## config.mk

```make
export PLATFORM = sky130hd
export DESIGN_NAME = sixbit_directory_segment_parser_core
export DESIGN_NICKNAME = d
export VERILOG_FILES = /design/src/rtl/core/sdsp_pkg.sv /design/src/rtl/core/sdsp_res_fifo.sv /design/src/rtl/core/sixbit_directory_segment_parser_core.sv
export SDC_FILE = /design/constraint.sdc
export NUM_CORES = 1
export LEC_CHECK = 0
export BUFFER_PORTS_ARGS = -buffer_cell sky130_fd_sc_hd__buf_2
export CORE_MARGIN = 5
export CORE_UTILIZATION = 40
export CTS_CLUSTER_DIAMETER = 200
export DETAILED_ROUTE_END_ITERATION = 12
export SLEW_MARGIN = 10
export SYNTH_ARGS = -nofsm -noshare
export SYNTH_HDL_FRONTEND = slang
export SYNTH_HIERARCHICAL = 1
export SYNTH_SLANG_ARGS = --single-unit
export TNS_END_PERCENT = 1
```

## constraint.sdc

```tcl
create_clock -name clk -period 9.6 [get_ports clk]
set_input_delay 0.96 -clock clk [delete_from_list [all_inputs] [get_ports clk]]
set_output_delay 0.96 -clock clk [all_outputs]
set_load 0.02 [all_outputs]
```

## src/rtl/core/sdsp_pkg.sv

```systemverilog
`timescale 1ns / 1ps
`default_nettype none
// ----------------------------------------------------------------------------
// sdsp_pkg
// Shared types, codes and the SIXBIT name decoder for the directory segment
// parser.
// ----------------------------------------------------------------------------
package sdsp_pkg;

	localparam int MAX_SEGMENTS_DEF = 6;
	localparam int RES_DEPTH        = 4;
	localparam int PTR_W            = $clog2(RES_DEPTH);
	localparam int CNT_W            = PTR_W + 1;

	// configuration register indexes
	localparam logic [1:0] CFG_PARTITION_OFFSET = 2'd0;
	localparam logic [1:0] CFG_MATCH_NAME       = 2'd1;
	localparam logic [1:0] CFG_MATCH_ENABLE     = 2'd2;

	// result kinds
	localparam logic [1:0] KIND_FILE    = 2'd0;
	localparam logic [1:0] KIND_EMPTY   = 2'd1;
	localparam logic [1:0] KIND_SEG_END = 2'd2;

	typedef enum logic [2:0] {
		PH_HEADER    = 3'd0,
		PH_ENTRY     = 3'd1,
		PH_EMPTY_LEN = 3'd2,
		PH_NAME      = 3'd3,
		PH_EXTRA     = 3'd4,
		PH_LENGTH    = 3'd5,
		PH_IDLE      = 3'd6
	} phase_t;

	typedef struct packed {
		logic        last;
		logic        walk_done;
		logic [12:0] next_segment;
		logic        name_matched;
		logic [12:0] length_blocks;
		logic [11:0] start_block;
		logic [55:0] name_text;
		logic [1:0]  entry_kind;
	} result_t;

	function automatic logic [6:0] sixbit_char(input logic [5:0] c);
		logic [6:0] r;
		if (c == 6'd0)
			r = 7'd32;
		else if (c < 6'd32)
			r = {1'b0, c} + 7'd64;
		else
			r = {1'b0, c};
		return r;
	endfunction

	function automatic logic [55:0] decode_name(input logic [47:0] words);
		logic [55:0] text;
		text = '0;
		for (int k = 0; k < 8; k++) begin
			text[55 - 7 * k -: 7] = sixbit_char(words[47 - 6 * k -: 6]);
		end
		return text;
	endfunction

endpackage
`default_nettype wire

```

## src/rtl/core/sdsp_res_fifo.sv

```systemverilog
`timescale 1ns / 1ps
`default_nettype none
// ----------------------------------------------------------------------------
// sdsp_res_fifo
// Small result queue: takes up to two results per cycle, hands one out on pop.
// ----------------------------------------------------------------------------
module sdsp_res_fifo (
	input  wire logic              clk,
	input  wire logic              arst_n,
	input  wire logic [1:0]        push_cnt,
	input  wire sdsp_pkg::result_t push0,
	input  wire sdsp_pkg::result_t push1,
	input  wire logic              pop_ready,
	output logic                   out_valid,
	output sdsp_pkg::result_t      out_data,
	output logic                   room
);

	sdsp_pkg::result_t mem [sdsp_pkg::RES_DEPTH];

	logic [sdsp_pkg::PTR_W-1:0] wr_ptr_q;
	logic [sdsp_pkg::PTR_W-1:0] wr_ptr_nx;
	logic [sdsp_pkg::PTR_W-1:0] rd_ptr_q;
	logic [sdsp_pkg::CNT_W-1:0] count_q;
	logic                       pop;

	assign wr_ptr_nx = wr_ptr_q + sdsp_pkg::PTR_W'(1);
	assign out_valid = (count_q != '0);
	assign out_data  = mem[rd_ptr_q];
	assign pop       = out_valid & pop_ready;
	assign room      = (count_q <= sdsp_pkg::CNT_W'(sdsp_pkg::RES_DEPTH - 2));

	always_ff @(posedge clk) begin
		if (push_cnt != 2'd0)
			mem[wr_ptr_q] <= push0;
		if (push_cnt == 2'd2)
			mem[wr_ptr_nx] <= push1;
	end

	always_ff @(posedge clk or negedge arst_n) begin
		if (!arst_n) begin
			wr_ptr_q <= '0;
			rd_ptr_q <= '0;
			count_q  <= '0;
		end else begin
			wr_ptr_q <= wr_ptr_q + sdsp_pkg::PTR_W'(push_cnt);
			if (pop)
				rd_ptr_q <= rd_ptr_q + sdsp_pkg::PTR_W'(1);
			count_q <= count_q + sdsp_pkg::CNT_W'(push_cnt) - sdsp_pkg::CNT_W'(pop);
		end
	end

	a_count_bound: assert property (@(posedge clk) disable iff (!arst_n)
		count_q <= sdsp_pkg::CNT_W'(sdsp_pkg::RES_DEPTH))
		else $error("result queue count out of range");

	a_no_overflow: assert property (@(posedge clk) disable iff (!arst_n)
		(push_cnt != 2'd0) |-> (count_q <= sdsp_pkg::CNT_W'(sdsp_pkg::RES_DEPTH - 2)))
		else $error("result pushed without room");

	a_push_cnt: assert property (@(posedge clk) disable iff (!arst_n)
		push_cnt != 2'd3)
		else $error("more than two results pushed");

endmodule
`default_nettype wire

```

## src/rtl/core/sixbit_directory_segment_parser_core.sv

```systemverilog
`timescale 1ns / 1ps
`default_nettype none
// ----------------------------------------------------------------------------
// sixbit_directory_segment_parser_core
// Walks directory segment words of a SIXBIT-named file system and emits one
// result per entry plus a segment-end result with the next segment link.
// ----------------------------------------------------------------------------
//  channel     dir  fields (low bit up)
//  s_axis      in   tdata: dir_word | tuser: segment_first, walk_start
//  m_axis      out  tdata: name_text, start_block, length_blocks, name_matched,
//                   next_segment, walk_done | tuser: entry_kind | tlast
//  wr_*        in   wr_index selects partition_offset, match_name, match_enable
//
//  one word accepted per cycle while s_axis_tready is high; results land in a
//  four-entry queue the cycle after acceptance and leave one per cycle while
//  m_axis_tready is high; a word that closes the last entry of a segment gives
//  two results, so a steady run of such words is paced by the single output port
//  s_axis_tready drops while the queue has fewer than two free slots
//  reset clears the walk state, the configuration and the queue
// ----------------------------------------------------------------------------
module sixbit_directory_segment_parser_core #(
	parameter int MAX_SEGMENTS = sdsp_pkg::MAX_SEGMENTS_DEF
) (
	input  wire logic        clk,
	input  wire logic        arst_n,
	input  wire logic        wr_en,
	input  wire logic [1:0]  wr_index,
	input  wire logic [47:0] wr_data,
	input  wire logic        s_axis_tvalid,
	output logic             s_axis_tready,
	input  wire logic [15:0] s_axis_tdata,  // dir_word
	input  wire logic [1:0]  s_axis_tuser,  // segment_first, walk_start
	output logic             m_axis_tvalid,
	input  wire logic        m_axis_tready,
	// name_text, start_block, length_blocks, name_matched, next_segment, walk_done
	output logic [95:0]      m_axis_tdata,
	output logic [1:0]       m_axis_tuser,  // entry_kind
	output logic             m_axis_tlast
);

	logic [11:0] partition_offset_q;
	logic [47:0] match_name_q;
	logic        match_enable_q;

	sdsp_pkg::phase_t phase_q, phase_d, ph0;
	logic [11:0] word_counter_q, wc_d, wc0, wc_inc, wc_dec;
	logic [11:0] entries_left_q, el_d, el_dec;
	logic [11:0] extra_words_q, ex_d;
	logic [11:0] running_block_q, rb_d;
	logic [47:0] name_words_q, nw_d;
	logic [11:0] segment_link_q, link_d;
	logic [2:0]  segment_count_q, sc_d, sc0;

	logic [11:0] w, neg_w;
	logic        first, start, restart, acc;
	logic        ent_fire, seg_fire, seg_done;
	logic [1:0]  ent_kind;
	logic [12:0] ent_len;
	logic [55:0] ent_text;
	logic        ent_match;
	logic [1:0]  push_cnt;
	logic        room;

	sdsp_pkg::result_t ent_res, seg_res, push0, push1, out_res;

	assign w       = s_axis_tdata[11:0];
	assign first   = s_axis_tuser[0];
	assign start   = s_axis_tuser[1];
	assign restart = start | first;
	assign neg_w   = 12'(13'h1000 - {1'b0, w});
	assign acc     = s_axis_tvalid & s_axis_tready;

	assign ph0    = restart ? sdsp_pkg::PH_HEADER : phase_q;
	assign wc0    = restart ? 12'd0 : word_counter_q;
	assign sc0    = start ? 3'd0 : segment_count_q;
	assign wc_inc = wc0 + 12'd1;
	assign wc_dec = wc0 - 12'd1;
	assign el_dec = entries_left_q - 12'd1;

	always_comb begin
		phase_d   = ph0;
		wc_d      = wc0;
		el_d      = entries_left_q;
		ex_d      = extra_words_q;
		rb_d      = running_block_q;
		nw_d      = name_words_q;
		link_d    = segment_link_q;
		sc_d      = sc0;
		ent_fire  = 1'b0;
		seg_fire  = 1'b0;
		ent_kind  = sdsp_pkg::KIND_FILE;
		ent_len   = '0;
		ent_text  = '0;
		ent_match = 1'b0;
		case (ph0)
			sdsp_pkg::PH_HEADER: begin
				if (wc0 == 12'd0)
					el_d = neg_w;
				if (wc0 == 12'd1)
					rb_d = w;
				if (wc0 == 12'd2)
					link_d = w;
				if (wc0 == 12'd4)
					ex_d = neg_w;
				wc_d = wc_inc;
				if (wc_inc >= 12'd5) begin
					wc_d = 12'd0;
					if (el_d == 12'd0)
						seg_fire = 1'b1;
					else
						phase_d = sdsp_pkg::PH_ENTRY;
				end
			end
			sdsp_pkg::PH_ENTRY: begin
				if (w == 12'd0) begin
					phase_d = sdsp_pkg::PH_EMPTY_LEN;
				end else begin
					nw_d    = {36'd0, w};
					wc_d    = 12'd1;
					phase_d = sdsp_pkg::PH_NAME;
				end
			end
			sdsp_pkg::PH_EMPTY_LEN: begin
				ent_fire = 1'b1;
				ent_kind = sdsp_pkg::KIND_EMPTY;
				ent_len  = 13'h1000 - {1'b0, w};
				rb_d     = running_block_q + ent_len[11:0];
				el_d     = el_dec;
				if (el_dec == 12'd0)
					seg_fire = 1'b1;
				else
					phase_d = sdsp_pkg::PH_ENTRY;
			end
			sdsp_pkg::PH_NAME: begin
				nw_d = {name_words_q[35:0], w};
				wc_d = wc_inc;
				if (wc_inc >= 12'd4) begin
					wc_d    = extra_words_q;
					phase_d = (extra_words_q == 12'd0) ? sdsp_pkg::PH_LENGTH
						: sdsp_pkg::PH_EXTRA;
				end
			end
			sdsp_pkg::PH_EXTRA: begin
				wc_d = wc_dec;
				if (wc_dec == 12'd0)
					phase_d = sdsp_pkg::PH_LENGTH;
			end
			sdsp_pkg::PH_LENGTH: begin
				ent_fire  = 1'b1;
				ent_kind  = sdsp_pkg::KIND_FILE;
				ent_len   = {1'b0, neg_w};
				ent_text  = sdsp_pkg::decode_name(name_words_q);
				ent_match = match_enable_q & (name_words_q == match_name_q);
				rb_d      = running_block_q + neg_w;
				el_d      = el_dec;
				if (el_dec == 12'd0)
					seg_fire = 1'b1;
				else
					phase_d = sdsp_pkg::PH_ENTRY;
			end
			default: begin
			end
		endcase
		if (seg_fire) begin
			sc_d    = (sc0 < 3'd7) ? sc0 + 3'd1 : sc0;
			phase_d = sdsp_pkg::PH_IDLE;
		end
	end

	assign seg_done = (link_d == 12'd0) || (sc_d >= 3'(MAX_SEGMENTS));

	always_comb begin
		ent_res               = '0;
		ent_res.entry_kind    = ent_kind;
		ent_res.name_text     = ent_text;
		ent_res.start_block   = running_block_q;
		ent_res.length_blocks = ent_len;
		ent_res.name_matched  = ent_match;
		ent_res.last          = ~seg_fire;

		seg_res              = '0;
		seg_res.entry_kind   = sdsp_pkg::KIND_SEG_END;
		seg_res.next_segment = {1'b0, link_d} + {1'b0, partition_offset_q};
		seg_res.walk_done    = seg_done;
		seg_res.last         = 1'b1;

		push0 = ent_fire ? ent_res : seg_res;
		push1 = seg_res;
	end

	assign push_cnt = acc ? (2'(ent_fire) + 2'(seg_fire)) : 2'd0;

	always_ff @(posedge clk or negedge arst_n) begin
		if (!arst_n) begin
			partition_offset_q <= '0;
			match_name_q       <= '0;
			match_enable_q     <= 1'b0;
		end else if (wr_en) begin
			case (wr_index)
				sdsp_pkg::CFG_PARTITION_OFFSET: partition_offset_q <= wr_data[11:0];
				sdsp_pkg::CFG_MATCH_NAME:       match_name_q       <= wr_data;
				sdsp_pkg::CFG_MATCH_ENABLE:     match_enable_q     <= wr_data[0];
				default: begin
				end
			endcase
		end
	end

	always_ff @(posedge clk or negedge arst_n) begin
		if (!arst_n) begin
			phase_q         <= sdsp_pkg::PH_HEADER;
			word_counter_q  <= '0;
			entries_left_q  <= '0;
			extra_words_q   <= '0;
			running_block_q <= '0;
			name_words_q    <= '0;
			segment_link_q  <= '0;
			segment_count_q <= '0;
		end else if (acc) begin
			phase_q         <= phase_d;
			word_counter_q  <= wc_d;
			entries_left_q  <= el_d;
			extra_words_q   <= ex_d;
			running_block_q <= rb_d;
			name_words_q    <= nw_d;
			segment_link_q  <= link_d;
			segment_count_q <= sc_d;
		end
	end

	sdsp_res_fifo u_res_fifo (
		.clk       (clk),
		.arst_n    (arst_n),
		.push_cnt  (push_cnt),
		.push0     (push0),
		.push1     (push1),
		.pop_ready (m_axis_tready),
		.out_valid (m_axis_tvalid),
		.out_data  (out_res),
		.room      (room)
	);

	assign s_axis_tready = room;
	assign m_axis_tdata  = {out_res.walk_done, out_res.next_segment, out_res.name_matched,
		out_res.length_blocks, out_res.start_block, out_res.name_text};
	assign m_axis_tuser  = out_res.entry_kind;
	assign m_axis_tlast  = out_res.last;

	a_header_count: assert property (@(posedge clk) disable iff (!arst_n)
		(phase_q == sdsp_pkg::PH_HEADER) |-> (word_counter_q < 12'd5))
		else $error("header word counter past header");

	a_seg_end_idle: assert property (@(posedge clk) disable iff (!arst_n)
		(acc && seg_fire) |=> (phase_q == sdsp_pkg::PH_IDLE))
		else $error("segment end not followed by idle phase");

	a_seg_count_mono: assert property (@(posedge clk) disable iff (!arst_n)
		(acc && !start) |=> (segment_count_q >= $past(segment_count_q)))
		else $error("segment count went down without walk start");

endmodule
`default_nettype wire

```

; Word-level counts from Yosys, hierarchy flattened
; Memory sizes are Yosys's and may differ from the RTL's.
; Cells that the tools add are included.
[totals]
ff_bits = 182
ram_bits = 396
input_bits = 73
out_inout_bits = 101
wordCells = 156
memories = 1
[classes]
n_addsub = 21
n_lt_le_gt_ge = 13
n_eq_ne = 14
muxes = 58
bitwise = 5
n_reduce_logical = 30
[memory_table]
columns = memory, words, word_bits, rd, rd_clocked_by_memory_dff, write_ports, line_no
row1 = u_res_fifo.mem, 4, 99, 1, 0, 2, sdsp_res_fifo.sv:19  ; sdsp_pkg::result_t mem [sdsp_pkg::RES_DEPTH];
[op_table]
columns = operator, n
row1 = two-way mux 7 bit, 16
row2 = two-way mux 12 bit, 9
row3 = two-way mux 99 bit, 1
row4 = case mux 48 bit (2 select lines), 1
row5 = zero test 12 bit, 7
row6 = "adder 6 x 7 -> 7 bit, second input constant", 8
row7 = two-way mux 56 bit, 1
row8 = == test 48 bit, 1
row9 = zero test 6 bit, 8
row10 = "less-than comparator 6 bit, second input constant", 8
row11 = two-way mux 48 bit, 1
row12 = case mux 12 bit (2 select lines), 2
row13 = case mux 12 bit (4 select lines), 1
row14 = two-way mux 3 bit, 10
row15 = case mux 13 bit (2 select lines), 1
row16 = ">= comparator 12 x 3 -> 1 bit, second input constant", 2
row17 = "subtractor 12 x 1 -> 12 bit, second input constant", 2
row18 = case mux 3 bit (5 select lines), 1
row19 = adder 12 x 12 -> 13 bit, 1
row20 = "subtractor 13 x 12 -> 13 bit, first input constant", 1
row21 = "adder 12 x 1 -> 12 bit, second input constant", 1
row22 = adder 12 bit, 1
row23 = "== test 12 x 1 -> 1 bit, second input constant", 1
row24 = "== test 12 x 2 -> 1 bit, second input constant", 1
row25 = 30 further kinds, 55

; Longest topological paths before layout
; Gate-level depths: netlist of run 1.
[depth]
depth_word = 14
ltp_mapped = 24
depth_no_buf = 19

; Modules after synthesis
; Netlist of run 1, hierarchy kept.
[modules_own_cells]
columns = mod, n_inst, cells_each, area_each_um2, seq_area_each_um2
row1 = sdsp_res_fifo, 1, 998, 19513.7, 12066.6
row2 = sixbit_directory_segment_parser_core, 1, 1191, 10934.2, 4379.2

; Least setup slack after synthesis of run 1
; No wires, ideal clock.
[synth_timing]
path_type = input port to flip-flop
start = in s_axis_tuser[0]
end = mem u_res_fifo/mem[0][0] (netlist name), enable pin
setup_time_ns = 0.693
t_arrival_ns = 11.482
t_required_ns = 8.907
slack_ns = -2.575
cell_stages = 20
n_path_buf = 5
path_cell_list = nor2_1 clkbuf_1 clkbuf_1 clkbuf_1 clkbuf_1 nand2_1 inv_1 ha_1 nor3b_1 nand4_1 xnor2_1 nor3_1 a311o_1 o22ai_4 ha_1 inv_1 nor2_1 clkbuf_2 o21bai_1 o21ai_0
[synth_rtl]
columns = item, line_no
row1 = from (decl), sixbit_directory_segment_parser_core.sv:32  ; input wire logic [1:0] s_axis_tuser,
row2 = to (decl), sdsp_res_fifo.sv:19

==> results of run 1 <==
-- cells in the final DEF, fill, tap and decap left out, drive strengths merged, types with 25 or more instances in the layout --
cell / Yosys / final
mux2: 481 / 481
edfxtp: 396 / 396
conb: 2 / 340
buf: 81 / 198
dfrtp: 182 / 182
nand2: 116 / 116
mux4: 99 / 99
nor2: 99 / 99
clkbuf: 61 / 94
o21ai: 81 / 81
a21oi: 66 / 66
inv: 54 / 59
and2: 53 / 53
xnor2: 45 / 45
ha: 38 / 38
a22o: 37 / 37
xor2: 35 / 35
nor3: 34 / 34
and3: 25 / 25
-- metal layers --
metal	wire length, um	vias to the layer above
li1	-	8928
met1	35100	10096
met2	42200	467
met3	4900	130
met4	1790	10
met5	68	-
-- worst max-delay path by stage --
stage	end	startpoint	slack [ps]
after floorplan	u_res_fifo/mem[2][0]	s_axis_tuser[0]	-100
after global placement	u_res_fifo/mem[2][68]	s_axis_tdata[0]	2760
after detailed placement	u_res_fifo/mem[2][53]	s_axis_tdata[0]	2680
after CTS	u_res_fifo/mem[2][53]	s_axis_tdata[0]	3320
after global routing	u_res_fifo/mem[2][53]	s_axis_tuser[1]	3080
final	u_res_fifo/mem[2][61]	s_axis_tdata[0]	3280
-- critical path, delay by kind of cell --
| family | cells | cell delay, ps |
|---|---|---|
| XOR/XNOR | 1 | 560 |
| AO/OA/AOI/OAI | 2 | 480 |
| buffers and inverters | 5 | 1790 |
| adder cells (fa/ha/maj) | 2 | 480 |
| AND/OR/NAND/NOR | 5 | 1790 |
| multiplexers | 1 | 420 |
-- sequential cells by signal (all words and copies together) (netlist names), 2 cells and up --
name                 count
u_res_fifo/mem         396
match_name_q            48
name_words_q            48
entries_left_q          12
extra_words_q           12
partition_offset_q      12
running_block_q         12
segment_link_q          12
word_counter_q          12
phase_q                  3
segment_count_q          3
u_res_fifo/count_q       3
u_res_fifo/rd_ptr_q      2
u_res_fifo/wr_ptr_q      2
-- metrics by stage --
step	TNS, ps	hold slack (ps)	util (%)	power [uW]	instances
after floorplan	-10280	438	-	5030	2527
after global placement	0	453	44.1	5820	3562
after detailed placement	0	473	44.1	5870	3562
after CTS	0	289	46.8	8350	3683
final	0	311	46.8	8240	3688
after global routing	0	315	46.8	8670	3686
-- logic make-up (layout without fill, tap and decap cells) --
group / count (synthesis) / count (layout) / share of synthesized area (%)
multiplexers: 586 / 586 / 25.4
other: 2 / 345 / 0.0247
buffers and inverters: 196 / 374 / 3.22
AND/OR/NAND/NOR: 435 / 435 / 7.34
XOR/XNOR: 80 / 80 / 2.33
flip-flops: 578 / 578 / 54.0
AO/OA/AOI/OAI: 271 / 271 / 5.88
adder cells (fa/ha/maj): 41 / 41 / 1.76
-- power groups by stage --
stage | clock network (uW) | logic, uW | registers (uW)
floorplan | 0 | 1950 | 3090
global placement | 0 | 2550 | 3270
detailed placement | 0 | 2590 | 3280
CTS | 2510 | 2600 | 3230
global route | 2610 | 2790 | 3270
finish | 2450 | 2560 | 3230
-- final cells by class --
cell class                      count  area (um2)
Fill cell                        6726       40200
Sequential cell                   578       16500
Multi-Input combinational cell   1753       14400
Clock buffer                       93        1850
Tap cell                          978        1220
Timing Repair Buffer              199        1130
Clock inverter                     28         228
Inverter                           54         203
Antenna cell                        5        12.5
-- cell usage after synthesis (7+ instances only) --
master	count	area [um2]
xnor2_1	45	394
dfrtp_1	182	4550
nand4_1	13	81.3
xor2_1	34	298
edfxtp_1	396	11900
clkbuf_1	60	225
nor2_1	99	372
mux2_4	11	165
nor4_1	18	113
nor2b_1	7	43.8
a21oi_1	63	315
nand3_1	18	90.1
mux2_2	470	5290
a22oi_1	11	82.6
o22ai_1	10	62.6
nand2_1	115	432
o21ai_0	79	395
inv_1	52	195
mux4_2	99	2230
ha_1	38	475
or4_1	8	60.1
a22o_1	37	324
and3_1	23	144
and2_1	51	319
nor3_1	33	165
buf_2	42	210
buf_4	16	120
nand2b_1	10	62.6
buf_6	16	180
==> reports/results.txt, run 1 <==
Syn. warnings - 6
Port-buffer cells - 169
max-cap viol count - 0
RSZ-0062 raised after global routing - false
period utilization - 65.9%
H-tree level count - 3
global-route track usage on met1 - 26.4%
GRT met3 Usage - 4.18%
Net Sw Frac - 33.9%
CP required - 9940 ps
Post-CTS Hold Buffers - 0
DIE AREA - 81700 um2
CTS tree - built
Internal - 5450 uW
f_max - 158 MHz
RR Endpoint - u_res_fifo/mem[2][61]
CP max stage delay - 680 ps
post-detail-place hpwl - 54100 um
drt pass-1 iters - 5
Post-Syn Instances - 2189
final count of negative-setup-slack endpoints - 0
reg2reg path depth - 16
HP Class - primary input to async pin
CTS resizes - 0
IO Pins - 174
CP arrival - 6660 ps
CP max stage cell - buf_4
CTS clock-pin slew for the worst setup and hold paths - 60 ps
Crit. End Element - register
grt met2 use - 35.4%
Final Hold Viols - 0
Die W - 286 um
Worst Setup Slack, final - 3280 ps
Mapped Area - 30400 um2
Power Density - 232 nW/um2
Die Ht - 286 um
Setup Skew - 25.8 ps
Max clock buf depth - 3
Area after DPL - 33400 um2
Antenna Violating Nets Remaining - 0
Core Rows - 101
# Post-CTS Setup Buffers - 0
initial antenna violation count - 11
reg-to-reg slack, setup - 3600 ps
register share of total power - 39.2%
area grow syn2layout - 16.4%
Finished Cell Area - 35500 um2
clock root cell - clkbuf_16
largest net degree at the start of global routing - 82
Max FO, Critical Path - 45
clock share of power - 29.7%
syn_area_per_cell - 13.9 um2
fraction of layout cells with a size suffix above 1 - 33.7%
Vias - 19631
status - finished clean
Net count, final - 2766
Slew headroom - 24.7%
Post-synth top flop - edfxtp_1
routability cong. - 0.888
synth unique cells - 91
logic gate share of total power - 31.1%
vias in the first global route - 20765
Crit Path Class - primary input to register
via/cell ratio - 5.32
core box area - 75700 um2
Final Critical Period - 6320 ps
Post-synth EDFFs - 396
Worst R2R Start - word_counter_q[0]
DRC Markers - 0
Synth async-reset ratio - 31.5%
worst slew pin tran - 1130 ps
VDD IR max - 131 uV
clock sink total - 578
Overflow after GRT - 0
Clk Latency, worst-skew pair - 610 ps
dpl ws - 2680 ps
sw power - 2790 uW
initial core utilization - 40.2%
#FFs+latches synth - 578
GRT busiest layer - met2
DRT iter0 DRCs - 1158
register area share after synthesis - 54.0%
first-pass GRT wire length - 128000 um
crit path cell chain - buf_2 -> inv_1 -> ha_1 -> nor3b_2 -> xor2_1 -> nand3_1 -> nor4_4 -> a21oi_2 -> o22ai_4 -> ha_1 -> inv_1 -> nor2_1 -> and4bb_4 -> buf_4 -> buf_4 -> mux2_2
CTS Buf Count - 66
DRT Wirelength - 84100 um
routed len/inst - 22.8 um
Lkg Pwr - 0.0142 uW
gr usage total - 20.4%
CP startpoint kind - primary input
max-slew violation count - 0
No activity file was read; power rests on OpenSTA's default activity.
==> inputs of run 2 (changes only) <==
--- a/config.mk
+++ b/config.mk
@@ -5,6 +5,7 @@
 export SDC_FILE = /design/constraint.sdc
 export NUM_CORES = 1
 export LEC_CHECK = 0
+export ABC_AREA = 1
 export BUFFER_PORTS_ARGS = -buffer_cell sky130_fd_sc_hd__buf_2
 export CORE_MARGIN = 5
 export CORE_UTILIZATION = 40
==> constraint.sdc (replaced) <==
create_clock -name clk -period 5.9 [get_ports clk]
set_input_delay 0.59 -clock clk [delete_from_list [all_inputs] [get_ports clk]]
set_output_delay 0.59 -clock clk [all_outputs]
set_load 0.02 [all_outputs]
==> run 2 against run 1 <==
Non-clock buffer count up 30. Final cell count up 55%. Via count up 44%. Clock power up 75%. Sequential cell count unchanged. Worst hold slack worse by 72 ps. Wire length up 19%. Die area up 6.9%.
==> reports/results.txt, run 2 <==
f_max - 211 MHz
post-detail-place hpwl - 63400 um
biggest regs - u_res_fifo/mem x396, match_name_q x48, name_words_q x48
via/cell ratio - 4.95
Largest Register - u_res_fifo/mem
footprint of the multi-input gates - 15200 um2
max-cap viol count - 0
Largest register FFs - 396
Crit Path Class - register to register
register area share after synthesis - 50.4%
CTS clock-pin slew for the worst setup and hold paths - 60 ps
CTS tree - built
fillers - 7891
Max clock buf depth - 3
FF/Latch Area - 16400 um2
reg-to-reg slack, setup - 1150 ps
CTS Buf Count - 69
Commonest cells post-synth - nand2_1 (1551), edfxtp_1 (396), nor2_1 (382), nand3_1 (381), o21ai_0 (341)
CTS resizes - 0
WHS - 239 ps
fraction of layout cells with a size suffix above 1 - 9.35%
Port-buffer cells - 169
Clk Latency, worst-skew pair - 610 ps
dpl ws - 795 ps
count leader, synth - nand2_1
Antenna Violating Nets Remaining - 0
# Post-CTS Setup Buffers - 0
VDD IR max - 224 uV
Post-CTS Hold Buffers - 1
clock root cell - clkbuf_16
area grow syn2layout - 16.7%
total power - 16400 uW
H-tree level count - 3
Area contributors post-synth - edfxtp_1 (36%), nand2_1 (18%), dfrtp_1 (14%)
Post-Syn Instances - 4174
leading cell type in the layout, fill and taps excluded - nand2_1
RSZ-0062 raised after global routing - false
Slew headroom - 24.5%
gr usage total - 22.7%
DRC Markers - 0
worst slew pin tran - 1130 ps
Die Ht - 296 um
final count of negative-setup-slack endpoints - 0
hold path endpoint - match_name_q[29]
Worst R2R Start - word_counter_q[0]
synth unique cells - 56
vias in the first global route - 26651
Mapped Area - 32600 um2
CP required - 6370 ps
Crit. End Element - register
initial antenna violation count - 8
CP startpoint kind - register
Vias - 28181
Worst Setup Slack, final - 1150 ps
Syn. warnings - 6
Post-synth EDFFs - 396
CP arrival - 5220 ps
DIE AREA - 87400 um2
status - finished clean
DRT iter0 DRCs - 2329
period utilization - 80.5%
Setup Skew - 17.8 ps
HP Class - primary input to register
area leader, netlist - edfxtp_1
worst hold start - wr_data[29]
Overflow after GRT - 0
Net count, final - 4691
Synth async-reset ratio - 31.5%
routed len/inst - 17.6 um
largest net degree at the start of global routing - 224
Core Rows - 104
DRT Wirelength - 101000 um
Power Density - 430 nW/um2
clock sink total - 578
max-slew violation count - 0
IO Pins - 174
hold-critical path depth - 2
Lkg Pwr - 0.0182 uW
initial core utilization - 40.4%
first-pass GRT wire length - 154000 um
Post-synth top flop - edfxtp_1
core box area - 80700 um2
Final Critical Period - 4750 ps
share of the synthesized area in the top cell type - 36.4%
RR Endpoint - u_res_fifo/mem[2][85]
reg2reg path depth - 21
Die W - 296 um
drt pass-1 iters - 5
most frequent cells in the layout - nand2_1 (1547), edfxtp_1 (396), nand3_1 (380), nor2_1 (379), o21ai_0 (341)
syn_area_per_cell - 7.82 um2
#FFs+latches synth - 578
routability cong. - 0.897
Final Hold Viols - 0
Max FO, Critical Path - 223
run 2: cell types whose count changed after synthesis, moves of 25 or more:
| cell | change |
|---|---|
| nor2_1 | +283 |
| a22o_1 | -34 |
| inv_1 | +277 |
| and2_1 | -51 |
| mux4_2 | -99 |
| o22ai_1 | +36 |
| xnor2_1 | -29 |
| buf_1 | +25 |
| mux2_2 | -436 |
| o21ai_0 | +262 |
| clkbuf_1 | +47 |
| nand3_1 | +363 |
| buf_2 | +42 |
| nand2_1 | +1436 |
run 2: critical path: stages (launching register included):
cell and delay (ps):
dfrtp_1 350, inv_1 60, nor2_2 410, inv_1 250
ha_1 320, nand2_2 160, nor2_8 70, nand2_8 100
nand2_1 70, nand2_1 80, nand2_1 70, nor2_2 160
nand3_2 170, o21bai_4 220, ha_1 160, inv_1 140
nor2_1 260, nand2_1 230, inv_8 140, buf_12 730
nand3_1 150, nand2_1 120
run 2: worst max path at each step:
| stage | startpoint | to | slack [ps] |
|---|---|---|---|
| final | word_counter_q[0] | u_res_fifo/mem[2][85] | 1150 |
| after global routing | word_counter_q[0] | u_res_fifo/mem[2][1] | 740 |
| after CTS | word_counter_q[0] | u_res_fifo/mem[1][96] | 1240 |
| after detailed placement | s_axis_tuser[1] | u_res_fifo/mem[2][85] | 800 |
| after global placement | s_axis_tuser[1] | u_res_fifo/mem[1][85] | 850 |
| after floorplan | s_axis_tuser[1] | u_res_fifo/mem[3][0] | -190 |
run 2: power by group:
group / switching, uW / internal (uW)
combinational: 4890 / 1920
sequential: 331 / 4950
clock: 1740 / 2540
total: 6970 / 9410
run 2: kinds of logic (layout without fill, tap and decap cells):
group	Yosys count	after routing	share of synthesized area, %
and+or+nand+nor	2404	2404	30.1
DFF	578	578	50.4
xor gates and xnor gates	46	46	1.23
muxes	34	34	1.17
buffers and inverters	574	694	7.18
other	2	346	0.0230
adders and majority gates	41	41	1.64
AOI/OAI and AO/OA	495	495	8.29
run 2: cell type report:
cell class,instances,area share (%)
diodes,6,0.0394
clock buffers,100,5.25
clock inverters,26,0.680
inverters,339,3.38
multi-input cells,3360,39.9
flip-flops and latches,578,43.2
well taps,1060,3.48
repair buffers,229,4.06
run 2: per-layer routing:
layer  part of all wire, %  vias to the layer above  global-route usage [%]
met2                    48                      766                    38.2
li1                      -                    14079                       -
met5                0.0070                        -                       0
met3                   6.2                      174                    3.16
met4                   3.3                        2                    8.39
met1                    43                    13160                    30.0
run 2: through the flow:
stage / util, % / setup TNS [ps] / cells / area [um2]
after floorplan: - / -51280 / 4512 / 33900
after global placement: 44.4 / 0 / 5565 / 35800
after detailed placement: 44.4 / 0 / 5565 / 35800
after CTS: 47.2 / 0 / 5692 / 38100
after global routing: 47.2 / 0 / 5695 / 38100
final: 47.2 / 0 / 5698 / 38100
